File: config.mk
export PLATFORM = sky130hd
export DESIGN_NAME = pfnm_dist
export DESIGN_NICKNAME = d
export VERILOG_FILES = /design/src/hdl/pfnm_pkg.sv /design/src/hdl/pfnm_dist.sv
export SDC_FILE = /design/constraint.sdc
export NUM_CORES = 1
export LEC_CHECK = 0
export BUFFER_PORTS_ARGS = -buffer_cell sky130_fd_sc_hd__buf_2
export CAP_MARGIN = 20
export CORE_MARGIN = 2
export CORE_UTILIZATION = 40
export DETAILED_ROUTE_END_ITERATION = 10
export PLACE_DENSITY = 0.62
export SLEW_MARGIN = 20
export SYNTH_ARGS = -nofsm -noshare
export SYNTH_HDL_FRONTEND = slang
export SYNTH_SLANG_ARGS = --single-unit
export TNS_END_PERCENT = 1
File: constraint.sdc
create_clock -name clock -period 16.05 [get_ports clock]
set_clock_uncertainty 0.2 [all_clocks]
set_input_delay 0 -clock clock [delete_from_list [all_inputs] [get_ports clock]]
set_output_delay 0 -clock clock [all_outputs]
set_load 0.02 [all_outputs]
File: src/hdl/pfnm_pkg.sv
`timescale 1ns / 1ps
// ----------------------------------------------------------------------------
// pfnm_pkg
// Shared types, constants and the fade arithmetic for the palette fade
// nearest-match block.
// ----------------------------------------------------------------------------
package pfnm_pkg;

   // default palette depth
   localparam int PALETTE_ENTRIES = 256;

   // field widths
   localparam int GUN_W   = 8;
   localparam int INDEX_W = 8;
   localparam int FRAC_W  = 8;
   localparam int CSR_W   = 8;
   localparam int CSR_IDX_W = 1;

   // sum of three squared 8-bit gun differences fits in 18 bits
   localparam int DIST_W = 18;

   // item mode codes
   localparam logic MODE_LOAD  = 1'b0;
   localparam logic MODE_QUERY = 1'b1;

   // configuration register indexes
   localparam logic [CSR_IDX_W-1:0] CSR_TARGET_COLOR = 1'b0;
   localparam logic [CSR_IDX_W-1:0] CSR_FADE_FRAC    = 1'b1;

   typedef struct packed {
      logic [GUN_W-1:0] red;
      logic [GUN_W-1:0] green;
      logic [GUN_W-1:0] blue;
   } rgb_type;

   typedef struct packed {
      logic               mode;
      logic [INDEX_W-1:0] entry_index;
      logic [GUN_W-1:0]   red_gun;
      logic [GUN_W-1:0]   green_gun;
      logic [GUN_W-1:0]   blue_gun;
   } req_type;

   typedef struct packed {
      logic [INDEX_W-1:0] queried_index;
      logic [INDEX_W-1:0] match_color;
   } rsp_type;

   // fade one gun toward the target: orig - floor((orig - targ) * half / 128)
   function automatic logic [GUN_W-1:0] fade_gun(
      input logic [GUN_W-1:0] orig,
      input logic [GUN_W-1:0] targ,
      input logic [6:0]       half
   );
      logic signed [GUN_W:0]  diff;
      logic signed [GUN_W+8:0] prod;
      logic signed [GUN_W+8:0] quot;
      diff = $signed({1'b0, orig}) - $signed({1'b0, targ});
      prod = diff * $signed({1'b0, half});
      quot = prod >>> 7;
      return orig - quot[GUN_W-1:0];
   endfunction

endpackage

File: src/hdl/pfnm_dist.sv
`timescale 1ns / 1ps
// ----------------------------------------------------------------------------
// pfnm_dist
// Shared distance unit: squares of the three gun differences are registered,
// and their sum is formed combinationally from the square registers.
// ----------------------------------------------------------------------------
module pfnm_dist (
   input  logic                          clock,
   input  logic                          enable,
   input  pfnm_pkg::rgb_type             entry,
   input  pfnm_pkg::rgb_type             ideal,
   output logic [pfnm_pkg::DIST_W-1:0]   sum_sq
);

   logic [pfnm_pkg::GUN_W-1:0]   ent_gun [3];
   logic [pfnm_pkg::GUN_W-1:0]   idl_gun [3];
   logic [pfnm_pkg::GUN_W-1:0]   abs_diff [3];
   logic [2*pfnm_pkg::GUN_W-1:0] sq_in [3];
   logic [2*pfnm_pkg::GUN_W-1:0] sq_ff [3];

   assign ent_gun[0] = entry.red;
   assign ent_gun[1] = entry.green;
   assign ent_gun[2] = entry.blue;
   assign idl_gun[0] = ideal.red;
   assign idl_gun[1] = ideal.green;
   assign idl_gun[2] = ideal.blue;

   // absolute difference and square per gun
   always_comb begin
      for (int g = 0; g < 3; g++) begin
         if (ent_gun[g] >= idl_gun[g]) begin
            abs_diff[g] = ent_gun[g] - idl_gun[g];
         end else begin
            abs_diff[g] = idl_gun[g] - ent_gun[g];
         end
         sq_in[g] = abs_diff[g] * abs_diff[g];
      end
   end

   // square registers
   always_ff @(posedge clock) begin
      if (enable) begin
         for (int g = 0; g < 3; g++) begin
            sq_ff[g] <= sq_in[g];
         end
      end
   end

   // sum of squares
   assign sum_sq = pfnm_pkg::DIST_W'(sq_ff[0]) + pfnm_pkg::DIST_W'(sq_ff[1])
                 + pfnm_pkg::DIST_W'(sq_ff[2]);

endmodule

==> flow_summary.toml <==
[placed_design]
gp_congestion = 0.8364
placedCellCount = 1403
hpwl_um = 15180
numPortBuffers = 67
pre_cts_slack_ns = 9.201

[worst_setup_path]
crit_slowest_cell = "a2111oi_0"
start_kind = "input pin"
crit_fanout = 10
cp_num_buf_inv = 6
critPathMaxStageDelay_ns = 0.65
cp-end-kind = "flop"
crit_required_ns = 15.89
path_delay_family = "adder cells"
crit_type = "in2reg"
path_cells = "buf_2 > inv_1 > ha_1 > inv_1 > fa_1 > nand3_1 > a311oi_2 > a211oi_4 > and3b_2 > nor3_1 > nand2b_1 > or2_2 > fa_1 > inv_1 > fa_1 > inv_1 > fa_1 > fa_1 > inv_1 > ha_1 > o21ai_0 > a2111oi_0 > mux2i_1 > nand2_1"
cp_num_cells = 24
arrival_ns = 6.22

[routing]
drtPass1Iterations = 5
vias = 6961
ant_nets = 0
wl_um = 17410
drt-vias-per-instance = 4.933
drc = 0
wire_per_inst_um = 12.34
drt_iter0_drc = 245

[clock_tree]
cts.sinks = 45
ctsResizeCount = 0
clkTransAtPathRegs_ns = 0.06
cts_tree = "yes"
cts_setup_buffers = 0
htree_levels = 2
clock_tree.root_cell = "clkbuf_16"
cts.hold.buffers_added = 0
cts-buffers-inserted = 5
clockBufferDepth = 2

[grt]
grt_use_total_pct = 15.05
grt_max_degree = 46
grt_antenna_before_repair = 0
grt.overflow.total = 0
grt_pass1_vias = 6864
grt_pass1_wl_um = 30890

[cells_and_area]
regMostFlops = "sq_ff"
syn_to_final_growth_pct = 8.423
final_nets = 1387
num_antenna_cells = 0
drive_above_1_share_pct = 10.99
stdcell_count = 1411
largest_register_ffs = 45
reg_top3 = "sq_ff x45"

[hold_path]
hold_path.class = "in2reg"
hold_end = "sq_ff[0][16]"
min_path_cells = 3
min_from = "ideal[8]"

[yosys]
synth-edff-count = 45
synth.ff_latch_count = 45
yosysMostFrequentCell = "inv_1"
synth_top_area_cell = "fa_1"
synthArstFlopShare_pct = 0
synth_top_cells_by_area = "fa_1, ha_1, edfxtp_1, inv_1, nor2_1"
ys_warn_count = 0
synth-main-ff-cell = "edfxtp_1"
synth_cell_type_count = 71
yosys-top-cells-count = "inv_1, ha_1, nor2_1, fa_1, a21oi_1"
syn-cell-area_um2 = 9373
yosysTopAreaCellShare_pct = 20.72
synth_cells = 1031
seq_area_frac_synth_pct = 14.42
syn_area_per_cell_um2 = 9.091

[floorplanning]
dieWidth_um = 157.1
start_util_pct = 40.29
die_h_um = 157.1
rows = 56
io_pins = 68
dieArea_um2 = 24670
coreArea_um2 = 23260

[sta]
relSlewSlack_pct = 33.11
totalNegativeSetupSlack_ns = 0
drv_slew = 0
clock.fmax_ghz = 0.1566
rsz0062_at_grt = "no"
hold_viol = 0
layout_min_cycle_time_ns = 6.386
post-route-period-util_pct = 39.79
setup_ws_ns = 9.664
setup_violations = 0
tightest_slew_ns = 0.9780

[flow_run]
cap_violations = 0

[outcome]
outcome = "complete, no violations"
-- stage by stage --
| step | util, % | area, um2 | hold slack (ns) |
|---|---|---|---|
| 2_1_floorplan | - | 9380 | -0.08750 |
| 3_3_place_gp | 43.06 | 10020 | 0.4531 |
| 3_5_place_dp | 43.06 | 10020 | 0.4661 |
| 4_1_cts | 43.68 | 10160 | 0.1691 |
| 5_1_grt | 43.69 | 10160 | 0.1905 |
| 6_report | 43.69 | 10160 | 0.1721 |
-- layout by cell type, fill, tap and decap left out, types with 4 or more instances in the layout --
cell type and instances:
ha_1 149, o31ai_1 4, or2_2 14, xor2_1 18
o21bai_1 12, nand2_1 29, a21oi_1 56, a31oi_1 5
nor2b_1 10, clkbuf_16 5, nand3b_1 4, nor2_1 106
nand3_1 6, fa_1 97, edfxtp_1 45, o211ai_1 5
buf_2 67, or4_1 5, o21ai_0 30, a21o_1 29
nand2b_1 11, xnor2_2 4, nor3_1 17, inv_1 215
nand4_1 5, mux2i_1 22, xnor2_1 44
-- metal layers --
| layer | track usage (%) | wire (um) | vias to the layer above | share of wire [%] |
|---|---|---|---|---|
| met1 | 20.00 | 8134 | 3328 | 47 |
| met5 | 0 | 0 | - | 0 |
| li1 | - | - | 3522 | - |
| met3 | 1.349 | 492 | 14 | 2.8 |
| met2 | 27.03 | 8608 | 97 | 49 |
| met4 | 2.554 | 174 | 0 | 1.0 |
-- logic make-up after synthesis --
| group | Yosys count | share of synthesized area [%] |
|---|---|---|
| compound gates | 183 | 13.64 |
| xor+xnor | 69 | 7.008 |
| fa+ha+maj | 246 | 40.61 |
| buf+inv | 232 | 9.692 |
| flops | 45 | 14.42 |
| mux | 24 | 2.590 |
| other cells | 1 | 0.04001 |
| simple gates | 231 | 12.00 |
-- worst max path at each step --
stage	startpoint	end	slack (ns)
floorplan	entry[16]	sq_ff[0][12]	9.99
global placement	entry[16]	sq_ff[0][12]	9.41
detailed placement	entry[16]	sq_ff[0][12]	9.20
CTS	entry[16]	sq_ff[0][12]	9.48
global route	entry[8]	sq_ff[0][29]	9.19
finish	entry[8]	sq_ff[0][29]	9.66
-- cell type report --
| cell class | count | area (um2) |
|---|---|---|
| Tap cell | 319 | 399.1 |
| Inverter | 216 | 810.8 |
| Sequential cell | 45 | 1351 |
| Timing Repair Buffer | 67 | 335.3 |
| Clock inverter | 2 | 15.01 |
| Clock buffer | 6 | 128.9 |
| Multi-Input combinational cell | 756 | 7122 |
| Fill cell | 2350 | 13100 |
Power is left out: the tool's default activity adds up to more than one toggle a clock period on the data nets, which glitch-free logic cannot reach.
